[src/design/sfv_pkg.sv]
`default_nettype none
// ----------------------------------------------------------------------------
// sfv_pkg
// Shared types and codes for the scanf format validator.
// ----------------------------------------------------------------------------
package sfv_pkg;

  localparam int unsigned ChW    = 8;
  localparam int unsigned CountW = 8;
  localparam int unsigned WidthW = 24;
  localparam int unsigned FieldW = WidthW + 1;

  localparam logic [WidthW-1:0] WidthLimit = 24'hFFFFFF;
  localparam logic [CountW-1:0] MaxConvReset = 8'd8;

  // result kinds
  localparam logic [1:0] KIND_REC  = 2'd0;
  localparam logic [1:0] KIND_DONE = 2'd1;
  localparam logic [1:0] KIND_ERR  = 2'd2;

  // conversion types
  localparam logic TYPE_INT = 1'b0;
  localparam logic TYPE_STR = 1'b1;

  // format characters
  localparam logic [ChW-1:0] CH_NUL     = 8'h00;
  localparam logic [ChW-1:0] CH_PCT     = 8'h25; // %
  localparam logic [ChW-1:0] CH_STAR    = 8'h2A; // *
  localparam logic [ChW-1:0] CH_ZERO    = 8'h30;
  localparam logic [ChW-1:0] CH_NINE    = 8'h39;
  localparam logic [ChW-1:0] CH_LBRACK  = 8'h5B; // [
  localparam logic [ChW-1:0] CH_RBRACK  = 8'h5D; // ]
  localparam logic [ChW-1:0] CH_CARET   = 8'h5E; // ^
  localparam logic [ChW-1:0] CH_LOWER_C = 8'h63;
  localparam logic [ChW-1:0] CH_LOWER_D = 8'h64;
  localparam logic [ChW-1:0] CH_LOWER_I = 8'h69;
  localparam logic [ChW-1:0] CH_LOWER_S = 8'h73;
  localparam logic [ChW-1:0] CH_LOWER_X = 8'h78;

  typedef enum logic [2:0] {
    PH_TEXT    = 3'd0,
    PH_PCT     = 3'd1,
    PH_WIDTH   = 3'd2,
    PH_BRACKET = 3'd3,
    PH_SWALLOW = 3'd4
  } phase_t;

  typedef struct packed {
    logic                     valid;
    logic [1:0]               kind;
    logic                     conv_type;
    logic signed [FieldW-1:0] field_width;
    logic [ChW-1:0]           spec_char;
    logic [CountW-1:0]        conv_count;
  } sfv_result_t;

endpackage
`default_nettype wire

[src/design/scanf_format_validator.sv]
`default_nettype none
// ----------------------------------------------------------------------------
// scanf_format_validator
// Checks a scanf format string fed one byte per transfer and reports each
// recorded conversion, the final count or an error.
// ----------------------------------------------------------------------------
// Usage:
//   in channel  (in_valid/in_ready, ch): one format byte per transfer, a zero
//     byte ends the string.
//   out channel (out_valid/out_ready, kind, conv_type, field_width,
//     spec_char, conv_count): at most one result per byte; bytes that cause
//     nothing produce no transfer.
//   cfg channel (cfg_valid/cfg_ready, cfg_data): writes max_conversions;
//     cfg_ready is always high. Write only while the block is idle.
//   Path: a byte is held in the input register while it is parsed, and its
//     result is loaded into the output register once the output register
//     is free or draining.
//   Throughput: one byte per cycle unless the output register stalls.
//   Stall: while out_valid is held low-ready, the input register keeps its
//     byte and in_ready drops once it is full.
//   Reset: parser returns to plain text with a zero count, both registers
//     empty, max_conversions back to 8.
// ----------------------------------------------------------------------------
module scanf_format_validator (
  input  wire logic                              clk,
  input  wire logic                              rst,
  input  wire logic                              cfg_valid,
  output logic                                   cfg_ready,
  input  wire logic [sfv_pkg::CountW-1:0]        cfg_data,
  input  wire logic                              in_valid,
  output logic                                   in_ready,
  input  wire logic [sfv_pkg::ChW-1:0]           ch,
  output logic                                   out_valid,
  input  wire logic                              out_ready,
  output logic [1:0]                             kind,
  output logic                                   conv_type,
  output logic signed [sfv_pkg::FieldW-1:0]      field_width,
  output logic [sfv_pkg::ChW-1:0]                spec_char,
  output logic [sfv_pkg::CountW-1:0]             conv_count
);
  import sfv_pkg::*;

  logic              s1_valid;
  logic [ChW-1:0]    s1_ch;
  logic [CountW-1:0] max_conversions;
  logic              adv;
  sfv_result_t       result;

  assign cfg_ready = 1'b1;
  // parse the held byte when the output register is free or draining
  assign adv       = s1_valid && (!out_valid || out_ready);
  assign in_ready  = !s1_valid || adv;

  always_ff @(posedge clk) begin
    if (rst) begin
      max_conversions <= MaxConvReset;
    end else if (cfg_valid && cfg_ready) begin
      max_conversions <= cfg_data;
    end
  end

  always_ff @(posedge clk) begin
    if (rst) begin
      s1_valid <= 1'b0;
    end else if (in_ready) begin
      s1_valid <= in_valid;
    end
  end

  always_ff @(posedge clk) begin
    if (in_valid && in_ready) begin
      s1_ch <= ch;
    end
  end

  sfv_parser u_parser (
    .clk             (clk),
    .rst             (rst),
    .step            (adv),
    .ch              (s1_ch),
    .max_conversions (max_conversions),
    .result          (result)
  );

  always_ff @(posedge clk) begin
    if (rst) begin
      out_valid <= 1'b0;
    end else if (adv) begin
      out_valid <= result.valid;
    end else if (out_ready) begin
      out_valid <= 1'b0;
    end
  end

  always_ff @(posedge clk) begin
    if (adv && result.valid) begin
      kind        <= result.kind;
      conv_type   <= result.conv_type;
      field_width <= result.field_width;
      spec_char   <= result.spec_char;
      conv_count  <= result.conv_count;
    end
  end

`ifndef SYNTHESIS
  a_hold_stage: assert property (@(posedge clk) disable iff (rst)
    s1_valid && !adv |=> s1_valid && $stable(s1_ch))
    else $error("input register lost its byte while stalled");

  a_reset_empty: assert property (@(posedge clk)
    rst |=> !out_valid && !s1_valid)
    else $error("registers not empty after reset");

  a_kind_code: assert property (@(posedge clk) disable iff (rst)
    out_valid |-> (kind == KIND_REC || kind == KIND_DONE || kind == KIND_ERR))
    else $error("undefined result kind");

  a_err_clean: assert property (@(posedge clk) disable iff (rst)
    out_valid && kind == KIND_ERR |-> conv_count == '0 && field_width == '0
      && spec_char == '0 && conv_type == TYPE_INT)
    else $error("error result carries payload");
`endif

endmodule
`default_nettype wire

[src/design/sfv_parser.sv]
`default_nettype none
// ----------------------------------------------------------------------------
// sfv_parser
// Format parsing state machine: consumes one byte per step and produces at
// most one result.
// ----------------------------------------------------------------------------
module sfv_parser (
  input  wire logic                       clk,
  input  wire logic                       rst,
  input  wire logic                       step,
  input  wire logic [sfv_pkg::ChW-1:0]    ch,
  input  wire logic [sfv_pkg::CountW-1:0] max_conversions,
  output sfv_pkg::sfv_result_t            result
);
  import sfv_pkg::*;

  phase_t              phase, phase_next;
  logic [WidthW-1:0]   width_value, width_value_next;
  logic                has_width, has_width_next;
  logic                suppressed, suppressed_next;
  logic                bracket_first, bracket_first_next;
  logic                swallow_close, swallow_close_next;
  logic [CountW-1:0]   record_count, record_count_next;

  // decode of the current byte
  logic                is_digit;
  logic [WidthW-1:0]   base;
  logic [WidthW+4:0]   width_sum;
  logic                width_ovf;
  logic                is_int;
  logic                is_str;

  // actions chosen by the phase decode
  logic                act_fail;
  logic                act_fin;
  logic                act_done;
  logic                fin_type;
  logic [ChW-1:0]      fin_spec;
  logic                fin_bad;
  logic                fail_all;
  logic                rec;

  // plain per-phase updates, overridden on fail, finish and end of string
  phase_t              ph_plain;
  logic [WidthW-1:0]   wv_plain;
  logic                hw_plain;
  logic                sup_plain;
  logic                bf_plain;
  logic                sc_plain;

  assign is_digit  = (ch >= CH_ZERO) && (ch <= CH_NINE);
  assign base      = has_width ? width_value : '0;
  // base * 10 + digit
  assign width_sum = {2'b00, base, 3'b000} + {4'b0000, base, 1'b0}
                   + {{(WidthW+1){1'b0}}, ch[3:0] & {4{is_digit}}};
  assign width_ovf = width_sum > {5'b00000, WidthLimit};
  assign is_int    = (ch == CH_LOWER_D) || (ch == CH_LOWER_I) || (ch == CH_LOWER_X);
  assign is_str    = (ch == CH_LOWER_S) || (ch == CH_LOWER_C);

  always_comb begin
    act_fail  = 1'b0;
    act_fin   = 1'b0;
    act_done  = 1'b0;
    fin_type  = TYPE_INT;
    fin_spec  = ch;
    ph_plain  = phase;
    wv_plain  = width_value;
    hw_plain  = has_width;
    sup_plain = suppressed;
    bf_plain  = bracket_first;
    sc_plain  = swallow_close;
    unique case (phase)
      PH_PCT, PH_WIDTH: begin
        if (phase == PH_PCT && ch == CH_PCT) begin
          ph_plain = PH_TEXT;
        end else if (phase == PH_PCT && ch == CH_STAR) begin
          sup_plain = 1'b1;
          ph_plain  = PH_WIDTH;
        end else if (is_digit) begin
          if (width_ovf) begin
            act_fail = 1'b1;
          end else begin
            wv_plain = width_sum[WidthW-1:0];
            hw_plain = 1'b1;
            ph_plain = PH_WIDTH;
          end
        end else if (ch == CH_LBRACK) begin
          ph_plain = PH_BRACKET;
          bf_plain = 1'b1;
          sc_plain = 1'b1;
        end else if (is_int) begin
          act_fin  = 1'b1;
          fin_type = TYPE_INT;
        end else if (is_str) begin
          act_fin  = 1'b1;
          fin_type = TYPE_STR;
        end else begin
          // terminator or unknown specifier
          act_fail = 1'b1;
        end
      end
      PH_BRACKET: begin
        if (ch == CH_NUL) begin
          act_fail = 1'b1;
        end else if (ch == CH_RBRACK && !swallow_close) begin
          act_fin  = 1'b1;
          fin_type = TYPE_STR;
          fin_spec = CH_LBRACK;
        end else begin
          sc_plain = bracket_first && (ch == CH_CARET);
          bf_plain = 1'b0;
        end
      end
      PH_SWALLOW: begin
        if (ch == CH_NUL) begin
          ph_plain = PH_TEXT;
        end
      end
      default: begin
        if (ch == CH_NUL) begin
          act_done = 1'b1;
          ph_plain = PH_TEXT;
        end else begin
          ph_plain = (ch == CH_PCT) ? PH_PCT : PH_TEXT;
        end
      end
    endcase
  end

  assign fin_bad  = act_fin && ((record_count == max_conversions)
                                || (!has_width && fin_type == TYPE_STR));
  assign fail_all = act_fail || fin_bad;
  assign rec      = act_fin && !fin_bad && !suppressed;

  // next state
  always_comb begin
    phase_next         = ph_plain;
    width_value_next   = wv_plain;
    has_width_next     = hw_plain;
    suppressed_next    = sup_plain;
    bracket_first_next = bf_plain;
    swallow_close_next = sc_plain;
    record_count_next  = record_count;
    if (fail_all || act_fin || act_done || (phase == PH_SWALLOW && ch == CH_NUL)) begin
      width_value_next   = '0;
      has_width_next     = 1'b0;
      suppressed_next    = 1'b0;
      bracket_first_next = 1'b0;
      swallow_close_next = 1'b0;
    end
    if (fail_all) begin
      phase_next = (ch == CH_NUL) ? PH_TEXT : PH_SWALLOW;
      if (ch == CH_NUL) begin
        record_count_next = '0;
      end
    end else if (act_fin) begin
      phase_next = PH_TEXT;
      if (rec) begin
        record_count_next = record_count + CountW'(1);
      end
    end else if (act_done || (phase == PH_SWALLOW && ch == CH_NUL)) begin
      record_count_next = '0;
    end
  end

  // result
  always_comb begin
    result = '0;
    if (fail_all) begin
      result.valid = 1'b1;
      result.kind  = KIND_ERR;
    end else if (rec) begin
      result.valid       = 1'b1;
      result.kind        = KIND_REC;
      result.conv_type   = fin_type;
      result.field_width = has_width ? $signed({1'b0, width_value}) : '1;
      result.spec_char   = fin_spec;
    end else if (act_done) begin
      result.valid      = 1'b1;
      result.kind       = KIND_DONE;
      result.conv_count = record_count;
    end
  end

  always_ff @(posedge clk) begin
    if (rst) begin
      phase         <= PH_TEXT;
      width_value   <= '0;
      has_width     <= 1'b0;
      suppressed    <= 1'b0;
      bracket_first <= 1'b0;
      swallow_close <= 1'b0;
      record_count  <= '0;
    end else if (step) begin
      phase         <= phase_next;
      width_value   <= width_value_next;
      has_width     <= has_width_next;
      suppressed    <= suppressed_next;
      bracket_first <= bracket_first_next;
      swallow_close <= swallow_close_next;
      record_count  <= record_count_next;
    end
  end

endmodule
`default_nettype wire

[config.mk]
export PLATFORM = sky130hd
export DESIGN_NAME = scanf_format_validator
export DESIGN_NICKNAME = d
export VERILOG_FILES = /design/src/design/sfv_pkg.sv /design/src/design/scanf_format_validator.sv /design/src/design/sfv_parser.sv
export SDC_FILE = /design/constraint.sdc
export NUM_CORES = 1
export LEC_CHECK = 0
export ABC_CLOCK_PERIOD_IN_PS = 14100
export BUFFER_PORTS_ARGS = -buffer_cell sky130_fd_sc_hd__buf_2
export CORE_MARGIN = 3
export CORE_UTILIZATION = 45
export CTS_BUF_LIST = sky130_fd_sc_hd__clkbuf_8
export DETAILED_ROUTE_END_ITERATION = 16
export SKIP_CTS_REPAIR_TIMING = 1
export SLEW_MARGIN = 0
export SYNTH_ARGS = -nofsm -noshare
export SYNTH_HDL_FRONTEND = slang
export SYNTH_SLANG_ARGS = --single-unit
export TNS_END_PERCENT = 1
[constraint.sdc]
create_clock -name clk -period 14.1 [get_ports clk]
set_input_delay 2.82 -clock clk [delete_from_list [all_inputs] [get_ports clk]]
set_output_delay 2.82 -clock clk [all_outputs]
set_load 0.03 [all_outputs]
== Yosys cells after proc, flatten, opt, wreduce, memory -nomap -nowiden ==
Cells that the tools add are included.

* Register bits after elaboration: 101
* Bits in latches: 0
* RAM bits: 0
* Memory bits (read-only): 0
* Input bits: 21
* Output and inout port bits: 47
* Logic and storage cells: 183
* Memories: 0

* $add $sub $neg: 3
* Multiply operators: 0
* Divide/modulo/power cells: 0
* Magnitude comparators: 3
* Equality and inequality tests: 30
* Shifts and indexed selects: 0
* Mux-type cells: 80
* Bitwise logic cells: 3
* Reduce and logical (&&, ||, !) cells: 47

{| class="wikitable"
|+ Operators with widths
! operator !! count
|-
| $mux 24 || 7
|-
| $eq 8x7->1 const B || 8
|-
| $mux 8 || 8
|-
| $mux 1 || 45
|-
| $mux 3 || 13
|-
| $add 29x4->29 || 1
|-
| $gt 29x24->1 const B || 1
|-
| $add 27x25->28 || 1
|-
| $mux 25 || 1
|-
| $ne 3x3->1 const B || 6
|-
| $eq 8x6->1 const B || 2
|-
| $logic_and 1x1->1 || 13
|-
| $logic_or 1x1->1 || 11
|-
| $pmux 1 s2 || 5
|-
| $pmux 3 s3 || 1
|-
| $add 8x1->8 const B || 1
|-
| $eq 8x8->1 || 1
|-
| $ge 8x6->1 const B || 1
|-
| $le 8x6->1 const B || 1
|-
| $logic_not 8->1 || 1
|-
| $ne 2x2->1 const B || 4
|-
| $reduce_and 4->1 || 2
|-
| $reduce_and 8->1 || 1
|-
| $reduce_bool 2->1 || 4
|-
| 16 further kinds || 27
|}

== Logic depth before layout (Yosys ltp) ==
Gate-level depths: netlist of run 1.

* Depth in word-level cells: 18
* Mapped depth: 23
* Mapped depth without buffers: 16

== Modules after synthesis ==
Synthesis of run 1 repeated with hierarchy kept, for this count alone.

* Cell total of the unflattened synthesis: 680
* Area, all modules: 6204.7 µm²

{| class="wikitable"
|+ Modules (own cells, without submodules)
! module !! instances !! cells an instance !! area an instance (µm²) !! sequential area each (µm²)
|-
| sfv_parser || 1 || 589 || 4251.6 || 780.7
|-
| scanf_format_validator || 1 || 91 || 1953.1 || 1761.7
|}

== Least setup slack after synthesis of run 1 ==
Ideal clock, no wire load.

* Path type: reg2reg
* Start point: register u_parser.has_width
* End point: register conv_count[0] in the netlist's numbering, enable pin
* Setup time: 0.472 ns
* Arrival: 6.477 ns
* Required time: 13.628 ns
* Setup slack: 7.151 ns
* Stages on the path, launching flop included: 21
* Path buffers: 5
* Clock period less this slack: 6.949 ns
* Path through: dfxtp_1 buf_2 buf_6 buf_2 clkbuf_1 clkbuf_1 and2_1 ha_1 ha_1 a21o_1 nand4_1 a211oi_2 o21ai_0 a211oi_1 nor4_1 a2111oi_1 or3_1 o211ai_1 nand3_2 a21oi_1 a31oi_1

* Word-level cells in the longest chain between the ends: 12
* Elaborated cells between the ends (all ways): 20
* Those cells by class: 2 x add/sub; 1 x order compare; 8 x mux; 9 x reduce/logical

{| class="wikitable"
|+ RTL lines
! item !! line !! RTL
|-
| start, declared || sfv_parser.sv:19 || <nowiki>logic has_width, has_width_next;</nowiki>
|-
| start signal, assigned || sfv_parser.sv:197 || <nowiki>has_width <= has_width_next;</nowiki>
|-
| $mux 24 || sfv_parser.sv:52 || <nowiki>assign base = has_width ? width_value : '0;</nowiki>
|-
| $add 27x25->28 || sfv_parser.sv:54 || <nowiki>assign width_sum = {2'b00, base, 3'b000} + {4'b0000, base, 1'b0}</nowiki>
|-
| $add 29x4->29 || sfv_parser.sv:55 || <nowiki>+ {{(WidthW+1){1'b0}}, ch[3:0] & {4{is_digit}}};</nowiki>
|-
| $gt 29x24->1 || sfv_parser.sv:56 || <nowiki>assign width_ovf = width_sum > {5'b00000, WidthLimit};</nowiki>
|-
| $mux 1 || sfv_parser.sv:80 || <nowiki>if (width_ovf) begin</nowiki>
|-
| $mux 1 || sfv_parser.sv:79 || <nowiki>end else if (is_digit) begin</nowiki>
|-
| $mux 1 || sfv_parser.sv:76 || <nowiki>end else if (phase == PH_PCT && ch == CH_STAR) begin</nowiki>
|-
| $mux 1 || sfv_parser.sv:74 || <nowiki>if (phase == PH_PCT && ch == CH_PCT) begin</nowiki>
|-
| $pmux 1 s2 || sfv_parser.sv:72 || <nowiki>unique case (phase)</nowiki>
|-
| $logic_or 1x1->1 || sfv_parser.sv:132 || <nowiki>assign fail_all = act_fail || fin_bad;</nowiki>
|-
| $mux 3 (*) || sfv_parser.sv:169 || <nowiki>if (fail_all) begin</nowiki>
|-
| $logic_and 1x1->1 (*) || scanf_format_validator.sv:96 || <nowiki>if (adv && result.valid) begin</nowiki>
|-
| end signal, assigned || scanf_format_validator.sv:101 || <nowiki>conv_count <= result.conv_count;</nowiki>
|-
| end, declared || scanf_format_validator.sv:39 || <nowiki>output logic [sfv_pkg::CountW-1:0] conv_count</nowiki>
|}

Every way passes the cells marked *; elsewhere a longest branch is shown, timed or not.
A chain may end at the register's enable or synchronous reset.

== Worst setup path in the final report of run 1 ==
* Start point: input out_ready
* End point: output in_ready

* Word-level cells in the longest chain between the ends: 3

{| class="wikitable"
|+ RTL lines
! item !! line !! RTL
|-
| start, declared || scanf_format_validator.sv:34 || <nowiki>input wire logic out_ready,</nowiki>
|-
| $logic_or 1x1->1 || scanf_format_validator.sv:51 || <nowiki>assign adv = s1_valid && (!out_valid || out_ready);</nowiki>
|-
| $logic_and 1x1->1 || scanf_format_validator.sv:51 ||
|-
| $logic_or 1x1->1 || scanf_format_validator.sv:52 || <nowiki>assign in_ready = !s1_valid || adv;</nowiki>
|-
| end, declared || scanf_format_validator.sv:31 || <nowiki>output logic in_ready,</nowiki>
|}

Every way passes these cells.

==> metrics.md, run 1 <==
| Metric | Value |
|---|---|
| Run status | `complete, no violations` |
| Routed wire length | `17,500 microns` |
| First-pass GRT wire length | `between 20,000 and 30,000 microns` |
| Core outline area | `15,300 sq um` |
| Share of final-layout standard cells stronger than drive strength 1 | `0.145` |
| Maximum vdd drop | `0.0614 mV` |
| Sinks on the clock net | `about 100` |
| Prevailing post-synth register cell | `edfxtp_1` |
| Placement row count | `45` |
| Final min period | `around 6300 ps` |
| Number of nets in the synthesized netlist | `828` |
| Routing usage on met3 | `0.0417` |
| CP Data Required Time | `11,280 ps` |
| Die Y-Extent | `about 130 microns` |
| Latest clock arrival within the worst-skew pair | `~390 ps` |
| Clock-pin transition on the worst setup and hold timing paths | `about 110 ps` |
| Power per standard cell area | `approximately 69 nW/um^2` |
| Worst setup path class | `primary input to output pin` |
| Proportion of synthesized chip area in sequential cells | `0.360` |
| RSZ-0062 raised after global routing | `false` |
| Instance count of the mapped netlist | `around 800` |
| F_max | `roughly 160 MHz` |
| Synthesized flop and latch total | `roughly 100` |
| Netlist area before placement | `7070 sq um` |
| Share of total power in sequential cells | `0.592` |
| Most Crowded Layer GR | `met2` |
| Switching portion of total power | `0.239` |
| Number of antenna cells inserted | `0` |
| Number of top-level pins | `68` |
| Half-perimeter wire length of the detailed placement result | `~12,000 microns` |
| Most used standard cells in the synthesized netlist | `nor2_1, edfxtp_1, nand2_1` |
| Pin count of the biggest net entering global routing | `52` |
| Asr flop ratio synth | `0` |
| Final count of negative-setup-slack endpoints | `0` |
| I/O Buffers | `66` |
| Drt wl/cell | `between 15 and 20 microns` |
| Max-Cap Viols | `0` |
| Worst-case clock skew | `8.90 ps` |
| Number of antenna violations at the first check in global routing | `0` |
| First drt pass iteration count | `7` |
| Setup slack at placement | `around 7800 ps` |
| Dominant cell by count in the synthesized netlist | `nor2_1` |
| Switching power | `0.000126 W` |
| Number of buffers added by the clock tree synthesis step | `9` |
| Final weighted congestion in routability-driven placement | `about 0.9` |
| Clock Power Share | `0.378` |
| Tightest slew margin relative to the limit | `0.224` |
| Number of global-route vias before repair | `slightly below 6,000` |
| Initial standard-cell utilization of the core | `0.463` |
| Met2 global-route usage | `0.322` |
| Post-route antenna net violation count | `0` |
| Non-Filler Cell Area, Final | `7640 sq um` |
| Period Utilization, post-route | `0.448` |
| Root Driver | `clkbuf_8` |
| Count of vias placed by the detailed router | `around 6,200` |
| Maximum level of the CTS H-tree | `3` |
| Count of pins over their slew limit | `0` |
| Proportion of netlist area held by the largest area contributor | `0.221` |
| Minimum hold slack | `roughly 530 ps` |
| NumNets Final | `856` |
| Arrival time of data at the critical path endpoint | `~3500 ps` |
| GR met1 Demand/Resource | `0.272` |
| Cell area after placement | `between 7000 and 8000 sq um` |
| Number of hold violations in the final report | `0` |
| Classification of the worst-slack hold path | `register to register` |
| Startpoint kind of the worst setup timing path | `primary input` |
| Cell variety after synth | `slightly below 90` |
| Full die area | `around 17,000 sq um` |
| Largest cells by area after synthesis | `edfxtp_1, dfxtp_1, nor2_1` |
| Die width | `between 100 and 150 microns` |
| Largest fanout on the critical path | `6` |
| CTS tree | `done` |
| Synth area leader | `edfxtp_1` |
| Number of synthesized flops with an enable pin | `52` |
| Relative area change from synthesis to final layout | `8.07%` |
| Combinational share of power | `0.030` |
| Initial DRC Count | `424` |
| Total number of yosys warnings | `0` |
| GR Util All Layers | `0.204` |
| Final setup slack of the worst path | `slightly below 8000 ps` |
| Setup tns final | `0 ps` |
| Leak | `2.76 nW` |
| Int Pwr | `just over 0.0004 W` |
| Maximum number of buffers from clock root to sink | `2` |
| Slew @ Worst Pin | `about 1200 ps` |
| Drt drc | `0` |
| Average cell area after synthesis | `approximately 9 sq um` |
| Crit path capture type | `output pin` |
| Total overflow reported by the global router | `0` |
| Via-to-Cell Ratio | `just under 6` |
-- worst paths after layout --
kind / start / to / slack (ps) / cells after the start
worst max-delay path: out_ready / in_ready / 7790 / 4
worst min-delay path: max_conversions[5]$_SDFFE_PP0P_ / max_conversions[5]$_SDFFE_PP0P_ / 530 / 2
worst max register to register: u_parser.has_width$_SDFFE_PP0P_ / field_width[9]$_SDFFCE_PP0P_ / 8220 / 16
worst min register to register: max_conversions[5]$_SDFFE_PP0P_ / max_conversions[5]$_SDFFE_PP0P_ / 530 / 2
-- power groups by stage --
stage / sequential (W) / combinational, W / clock [W]
floorplan: 0.000318 / 0.0000120 / 0
global placement: 0.000320 / 0.0000154 / 0
detailed placement: 0.000320 / 0.0000159 / 0
CTS: 0.000313 / 0.0000160 / 0.000208
global route: 0.000314 / 0.0000179 / 0.000220
finish: 0.000313 / 0.0000158 / 0.000200
-- layer usage --
layer | share of wire | routed length [microns]
met5 | 0 | 0
met4 | 0.031 | 539
met3 | 0.053 | 926
met2 | 0.46 | 8070
met1 | 0.45 | 7920
-- registers in the layout, summed over array words and instances (netlist names), 2 cells and up --
register,count
max_conversions,8
kind,2
u_parser.record_count,8
u_parser.phase,3
spec_char,8
field_width,25
s1_ch,8
conv_count,8
u_parser.width_value,24
-- layout by cell type, fill, tap and decap left out, types with 5 or more instances in the layout --
cell type and n:
inv_1 16, nor4_1 8, and3_1 9, buf_2 66, buf_4 5, dfxtp_1 49
or3_1 7, edfxtp_1 52, nor2_1 88, nand3b_1 6, o31ai_1 7, a21o_1 10
or4_1 5, and2_1 28, o21a_1 27, a311oi_1 9, clkbuf_8 9, a22oi_1 26
nand3_1 24, xor2_1 23, nor3_1 20, nor2b_1 11, nand2b_1 19, a211oi_1 7
o211ai_1 13, a41oi_1 7, ha_1 11, o21ai_0 30, nand4_1 8, xnor2_1 35
nand2_1 51, mux2i_1 10, a21oi_1 36
-- worst max-delay path: stages --
cell	delay (ps)
buf_2	90
nor2b_1	270
nand2_1	120
buf_2	190
-- area by class of cell --
class	count	area, sq um
Clock inverter	7	87.6
Sequential cell	101	2540
Timing Repair Buffer	71	368
Tap cell	211	264
Fill cell	1460	7620
Inverter	16	60.1
Clock buffer	9	124
Multi-Input combinational cell	625	4190
-- stage by stage --
stage | util | total power (W) | cells
floorplan | - | 0.000330 | 796
global placement | 0.487 | 0.000335 | 1024
detailed placement | 0.487 | 0.000336 | 1024
CTS | 0.501 | 0.000537 | 1040
global route | 0.501 | 0.000551 | 1040
finish | 0.501 | 0.000529 | 1040
-- cells by family after synthesis --
group                    count (synthesis)  share of synthesized area
adder cells (fa/ha/maj)                 12                     0.0209
AO/OA/AOI/OAI                          224                      0.228
XOR/XNOR                                64                     0.0873
other                                    2                    0.00106
flip-flops                             101                      0.360
AND/OR/NAND/NOR                        312                      0.238
multiplexers                            11                     0.0158
buffers and inverters                   70                     0.0492
Note: power is estimated with default switching activity, not from simulation.
==> run 2, diff against run 1 <==
--- a/config.mk
+++ b/config.mk
@@ -5,7 +5,7 @@
 export SDC_FILE = /design/constraint.sdc
 export NUM_CORES = 1
 export LEC_CHECK = 0
-export ABC_CLOCK_PERIOD_IN_PS = 14100
+export ABC_CLOCK_PERIOD_IN_PS = 6300
 export BUFFER_PORTS_ARGS = -buffer_cell sky130_fd_sc_hd__buf_2
 export CORE_MARGIN = 3
 export CORE_UTILIZATION = 45
==> constraint.sdc (replaced) <==
create_clock -name clk -period 6.3 [get_ports clk]
set_input_delay 1.26 -clock clk [delete_from_list [all_inputs] [get_ports clk]]
set_output_delay 1.26 -clock clk [all_outputs]
set_load 0.03 [all_outputs]
==> run 2 against run 1 <==
Critical path depth increased by 11; first-iteration DRC count unchanged; largest cell class unchanged; critical path type is now register to register; highest routed layer unchanged; cell area increased by 0.33%; setup slack got worse by 7100 ps; flip-flop and latch count unchanged.
==> metrics.md, run 2 (synthesized netlist as in run 1, its figures left out) <==
| Metric | Value |
|---|---|
| Run status | `complete, no violations` |
| Number of buffers added by the clock tree synthesis step | `9 (unchanged)` |
| Period Utilization, post-route | `0.892` |
| Root Driver | `clkbuf_8` |
| Worst setup path class | `register to register` |
| Maximum vdd drop | `0.131 mV (+110%)` |
| Pin count of the biggest net entering global routing | `52 (unchanged)` |
| Worst-case clock skew | `18.3 ps (+9.40 ps)` |
| Routed wire length | `18,900 microns (+8.5%)` |
| Final count of negative-setup-slack endpoints | `0 (unchanged)` |
| Tightest slew margin relative to the limit | `0.303 (+0.0799)` |
| Register with the most flip-flops | `field_width` |
| Number of top-level pins | `68 (unchanged)` |
| Sinks on the clock net | `101 (unchanged)` |
| Via-to-Cell Ratio | `5.93 (-0.12%)` |
| Largest registers | `field_width: 25 flops, u_parser.width_value: 24 flops` |
| Max-Cap Viols | `0 (unchanged)` |
| Count of filler cells inserted in the layout | `1,455 (-0.34%)` |
| Setup tns final | `0 ps (unchanged)` |
| Highest-count cells in the layout ignoring fill and taps | `nor2_1, buf_2, edfxtp_1` |
| Largest fanout on the critical path | `22 (+16)` |
| Initial standard-cell utilization of the core | `0.463 (unchanged)` |
| Count of pins over their slew limit | `0 (unchanged)` |
| Share of final-layout standard cells stronger than drive strength 1 | `0.151 (+0.00615)` |
| Full die area | `17,200 sq um (unchanged)` |
| Drt wl/cell | `18.1 microns (+7.9%)` |
| First drt pass iteration count | `5 (-2)` |
| Maximum number of buffers from clock root to sink | `2 (unchanged)` |
| Placement row count | `45 (unchanged)` |
| NumNets Final | `862 (+0.70%)` |
| Largest register FFs | `25 (unchanged)` |
| Final min period | `approximately 5600 ps` |
| Number of antenna violations at the first check in global routing | `0 (unchanged)` |
| F_max | `roughly 180 MHz` |
| Number of hold violations in the final report | `0 (unchanged)` |
| Initial DRC Count | `424 (unchanged)` |
| Clock-pin transition on the worst setup and hold timing paths | `110 ps (about the same)` |
| Die width | `131 microns (unchanged)` |
| Cell area after placement | `7470 sq um (+0.61%)` |
| Crit path capture type | `register` |
| Total overflow reported by the global router | `0 (unchanged)` |
| Latest clock arrival within the worst-skew pair | `400 ps (about the same)` |
| RSZ-0062 raised after global routing | `false` |
| Half-perimeter wire length of the detailed placement result | `13,700 microns (+11%)` |
| I/O Buffers | `66 (unchanged)` |
| Arrival time of data at the critical path endpoint | `5740 ps (+2250 ps)` |
| First-pass GRT wire length | `31,000 microns (+4.7%)` |
| Slew @ Worst Pin | `1040 ps (-124 ps)` |
| Count of vias placed by the detailed router | `6,203 (+0.45%)` |
| Final setup slack of the worst path | `679 ps (-7110 ps)` |
| Relative area change from synthesis to final layout | `8.43%` |
| Number of antenna cells inserted | `0 (unchanged)` |
| Maximum level of the CTS H-tree | `3 (unchanged)` |
| Post-route antenna net violation count | `0 (unchanged)` |
| Setup slack at placement | `855 ps (-6940 ps)` |
| Die Y-Extent | `131 microns (unchanged)` |
| Classification of the worst-slack hold path | `register to register` |
| Core outline area | `15,300 sq um (unchanged)` |
| Startpoint kind of the worst setup timing path | `register` |
| CTS tree | `done` |
| Power per standard cell area | `151 nW/um^2 (+120%)` |
| Leak | `2.78 nW (+0.85%)` |
| Number of global-route vias before repair | `5,986 (+0.66%)` |
| Non-Filler Cell Area, Final | `7660 sq um (+0.33%)` |
| GR Util All Layers | `0.218 (+0.0140)` |
| Most common cell after layout, fill and taps aside | `nor2_1` |
| Drt drc | `0 (unchanged)` |
| CP Data Required Time | `6420 ps (-4860 ps)` |
| Final weighted congestion in routability-driven placement | `0.920 (-0.65%)` |
==> run 2: cell types whose count changed in the layout (fill, tap and decap cells not counted) <==
cell	change
clkbuf_8	+1
inv_6	-2
clkinv_4	+1
buf_4	+6
bufinv_16	-1
clkinv_2	+1
==> run 2: where the power goes <==
part	switching (W)	internal, W	total (W)
clock network	0.000257	0.000162	0.000420
logic	0.0000207	0.0000148	0.0000355
registers	0.00000900	0.000692	0.000701
total	0.000287	0.000869	0.00116
==> run 2: routing by layer <==
layer | global-route usage | vias to the layer above | share of wire
met5 | 0 | - | 0
met4 | 0.0694 | 0 | 0.020
met3 | 0.0322 | 33 | 0.038
met2 | 0.373 | 153 | 0.49
met1 | 0.285 | 3000 | 0.45
li1 | - | 3017 | -
==> run 2: stage by stage <==
step	util	hold WS (ps)	std cells	total power [W]
2_1_floorplan	-	481	796	0.000739
3_3_place_gp	0.490	498	1030	0.000751
3_5_place_dp	0.490	507	1030	0.000752
4_1_cts	0.502	536	1046	0.00117
5_1_grt	0.502	576	1046	0.00120
6_report	0.502	528	1046	0.00116
==> run 2: path summary, 6_finish.rpt <==
check / from / end / slack, ps / depth (start not counted)
min reg2reg: max_conversions[7]$_SDFFE_PP0P_ / max_conversions[7]$_SDFFE_PP0P_ / 530 / 2
min: max_conversions[7]$_SDFFE_PP0P_ / max_conversions[7]$_SDFFE_PP0P_ / 530 / 2
max: u_parser.has_width$_SDFFE_PP0P_ / field_width[13]$_SDFFCE_PP0P_ / 680 / 15
max reg2reg: u_parser.has_width$_SDFFE_PP0P_ / field_width[13]$_SDFFCE_PP0P_ / 680 / 15
==> run 2: cell type report <==
type	count	area, sq um	area share
Clock buffer	10	138	0.0180
Clock inverter	6	53.8	0.00702
Inverter	16	60.1	0.00784
Multi-Input combinational cell	625	4190	0.547
Sequential cell	101	2540	0.332
Tap cell	211	264	0.0345
Timing Repair Buffer	77	413	0.0539
==> run 2: critical path: stages, from the launching register on <==
cell	delay (ps)
dfxtp_1	740
and2_1	240
ha_1	280
nand2_1	200
a41oi_1	70
a2111oi_0	530
o21ai_0	410
mux2_2	360
a311o_1	360
nand4b_1	250
or3_1	390
o311ai_2	290
nand3_2	190
a21oi_1	550
a31oi_4	180
buf_4	270
==> run 3, diff against run 2 <==
--- a/config.mk
+++ b/config.mk
@@ -7,10 +7,11 @@
 export LEC_CHECK = 0
 export ABC_CLOCK_PERIOD_IN_PS = 6300
 export BUFFER_PORTS_ARGS = -buffer_cell sky130_fd_sc_hd__buf_2
-export CORE_MARGIN = 3
+export CORE_MARGIN = 4
 export CORE_UTILIZATION = 45
 export CTS_BUF_LIST = sky130_fd_sc_hd__clkbuf_8
 export DETAILED_ROUTE_END_ITERATION = 16
+export REMOVE_ABC_BUFFERS = 1
 export SKIP_CTS_REPAIR_TIMING = 1
 export SLEW_MARGIN = 0
 export SYNTH_ARGS = -nofsm -noshare
==> run 3 against run 2 <==
Combinational power increased by 1%; via count grew 0.42%; first-iteration DRC count fell by 0.71%; clock skew fell by 5.7 ps; critical endpoint is now field_width[22]$_SDFFCE_PP0P_; cell area barely moved; clock power grew 3%; highest routed layer unchanged; utilization down 0.17 points; global-route usage is 0.060 points lower; die area is 3.1% higher; maximum frequency shrank 2.4%.
==> metrics.md, run 3 (synthesized netlist as in run 1, its figures left out) <==
| Metric | Value |
|---|---|
| Die width | `133 microns (+1.5%)` |
| GR Util All Layers | `0.217 (-0.000603)` |
| Total overflow reported by the global router | `0 (unchanged)` |
| Maximum cell stage delay along the critical path | `700 ps (-40 ps)` |
| Drt wl/cell | `18.3 microns (+1.1%)` |
| Die Y-Extent | `133 microns (+1.5%)` |
| Number of cells in the design after placement | `1,029 (-0.097%)` |
| Leak | `2.77 nW (-0.28%)` |
| Minimum hold slack | `528 ps (+0.221 ps)` |
| First drt pass iteration count | `5 (unchanged)` |
| Routed wire length | `19,100 microns (+0.99%)` |
| Period Utilization, post-route | `0.914 (+0.0216)` |
| Cells along the critical path | `and2_1 > ha_1 > nand2_1 > nor4_1 > nand2_1 > o311ai_0 > xor2_1 > or4_1 > o31ai_1 > o41ai_1 > nand3_2 > a21oi_1 > buf_4 > a31oi_4 > buf_4` |
| Setup tns final | `0 ps (unchanged)` |
| Sinks on the clock net | `101 (unchanged)` |
| RSZ-0062 raised after global routing | `false` |
| Drt drc | `0 (unchanged)` |
| Largest registers | `field_width: 25 flops, u_parser.width_value: 24 flops` |
| CTS tree | `done` |
| Buf+Inv Stages, Crit Path | `2 (+1)` |
| Setup slack at placement | `616 ps (-239 ps)` |
| NumNets Final | `861 (-0.12%)` |
| Number of top-level pins | `68 (unchanged)` |
| Number of antenna violations at the first check in global routing | `0 (unchanged)` |
| Via-to-Cell Ratio | `5.96 (+0.52%)` |
| Register with the most flip-flops | `field_width` |
| Latest clock arrival within the worst-skew pair | `400 ps (about the same)` |
| Clock-pin transition on the worst setup and hold timing paths | `120 ps (about the same)` |
| CP Data Required Time | `6370 ps (-50 ps)` |
| Number of hold violations in the final report | `0 (unchanged)` |
| Run status | `complete, no violations` |
| Half-perimeter wire length of the detailed placement result | `13,600 microns (-0.94%)` |
| Classification of the worst-slack hold path | `register to register` |
| Root Driver | `clkbuf_8` |
| Count of pins over their slew limit | `0 (unchanged)` |
| Startpoint kind of the worst setup timing path | `register` |
| Placement row count | `45 (unchanged)` |
| F_max | `174 MHz (-2.4%)` |
| Initial DRC Count | `421 (-0.71%)` |
| Slew @ Worst Pin | `1030 ps (-4.29 ps)` |
| Number of global-route vias before repair | `6,086 (+1.7%)` |
| Highest-count cells in the layout ignoring fill and taps | `nor2_1, buf_2, edfxtp_1` |
| Tightest slew margin relative to the limit | `0.311 (+0.00750)` |
| Worst-case clock skew | `12.6 ps (-5.75 ps)` |
| Final count of negative-setup-slack endpoints | `0 (unchanged)` |
| Crit path capture type | `register` |
| Most common cell after layout, fill and taps aside | `nor2_1` |
| Relative area change from synthesis to final layout | `8.46% (about the same)` |
| Gate family responsible for the most delay along the worst path | `simple AND/OR/NAND/NOR gates` |
| Worst setup path class | `register to register` |
| Power per standard cell area | `153 nW/um^2 (+1.1%)` |
| Share of final-layout standard cells stronger than drive strength 1 | `0.150 (-0.00102)` |
| Maximum level of the CTS H-tree | `3 (unchanged)` |
| Final setup slack of the worst path | `543 ps (-136 ps)` |
| Maximum vdd drop | `0.104 mV (-21%)` |
| Largest register FFs | `25 (unchanged)` |
| Arrival time of data at the critical path endpoint | `5820 ps (+80 ps)` |
| First-pass GRT wire length | `31,700 microns (+2.0%)` |
| Largest fanout on the critical path | `26 (+18%)` |
| Final weighted congestion in routability-driven placement | `0.952 (+3.5%)` |
| Max-Cap Viols | `0 (unchanged)` |
| Maximum number of buffers from clock root to sink | `2 (unchanged)` |
| Full die area | `17,800 sq um (+3.1%)` |
| Count of non-filler cells in the finished layout | `1,045 (-0.096%)` |
| Core outline area | `15,300 sq um (+0.37%)` |
| Slowest library cell on the worst path | `dfxtp_1` |
| Initial standard-cell utilization of the core | `0.461 (-0.00170)` |
| Power Total | `0.00117 W (+1.1%)` |
| Post-route antenna net violation count | `0 (unchanged)` |
| Number of antenna cells inserted | `0 (unchanged)` |
| Final min period | `5760 ps (+136 ps)` |
| I/O Buffers | `66 (unchanged)` |
| Number of buffers added by the clock tree synthesis step | `9 (unchanged)` |
| Pin count of the biggest net entering global routing | `52 (unchanged)` |
| Count of vias placed by the detailed router | `6,229 (+0.42%)` |
[run 3: cell types whose count changed in the layout (fill, tap and decap cells not counted)]
cell	delta
buf_4	-1
clkinvlp_4	+1
clkinv_2	-1
clkinv_8	+1
clkinv_4	-1
[run 3: final timing paths]
path | startpoint | end | slack (ps) | depth (start not counted)
min reg2reg | max_conversions[2]$_SDFFE_PP0P_ | max_conversions[2]$_SDFFE_PP0P_ | 530 | 2
max | u_parser.has_width$_SDFFE_PP0P_ | field_width[22]$_SDFFCE_PP0P_ | 540 | 15
max reg2reg | u_parser.has_width$_SDFFE_PP0P_ | field_width[22]$_SDFFCE_PP0P_ | 540 | 15
min | max_conversions[2]$_SDFFE_PP0P_ | max_conversions[2]$_SDFFE_PP0P_ | 530 | 2
[run 3: cell type report]
cell class                 count  area (sq um)
clock buffer                  10           138
clock inverter                 6          63.8
fill                        1490          7650
inverter                      16          60.1
multi-input combinational    625          4190
sequential                   101          2540
tap                          211           264
timing repair buffer          76           405
[run 3: where the power goes]
part | leakage (nW) | switching, W | internal [W]
logic | 1.73 | 0.0000211 | 0.0000148
clock network | 0.0997 | 0.000266 | 0.000166
registers | 0.937 | 0.00000907 | 0.000692
[run 3: per-stage QoR]
step | util | area (sq um)
floorplan | - | 6780
global placement | 0.487 | 7460
detailed placement | 0.487 | 7460
CTS | 0.500 | 7660
global route | 0.500 | 7660
finish | 0.500 | 7660
[run 3: routing by layer]
metal  global-route usage  share of wire  vias up
met2                0.352           0.47      154
met1                0.297           0.47     3028
li1                     -              -     3013
met3               0.0340          0.046       34
met4               0.0731          0.019        0
met5                    0              0        -
[run 3: worst reg2reg max path, delay by kind of cell (launching register included)]
family / cells / cell delay, ps
AND/OR/NAND/NOR: 6 / 1940
buffers and inverters: 2 / 620
AO/OA/AOI/OAI: 5 / 1710
XOR/XNOR: 1 / 240
adder cells (fa/ha/maj): 1 / 200
flip-flops: 1 / 700
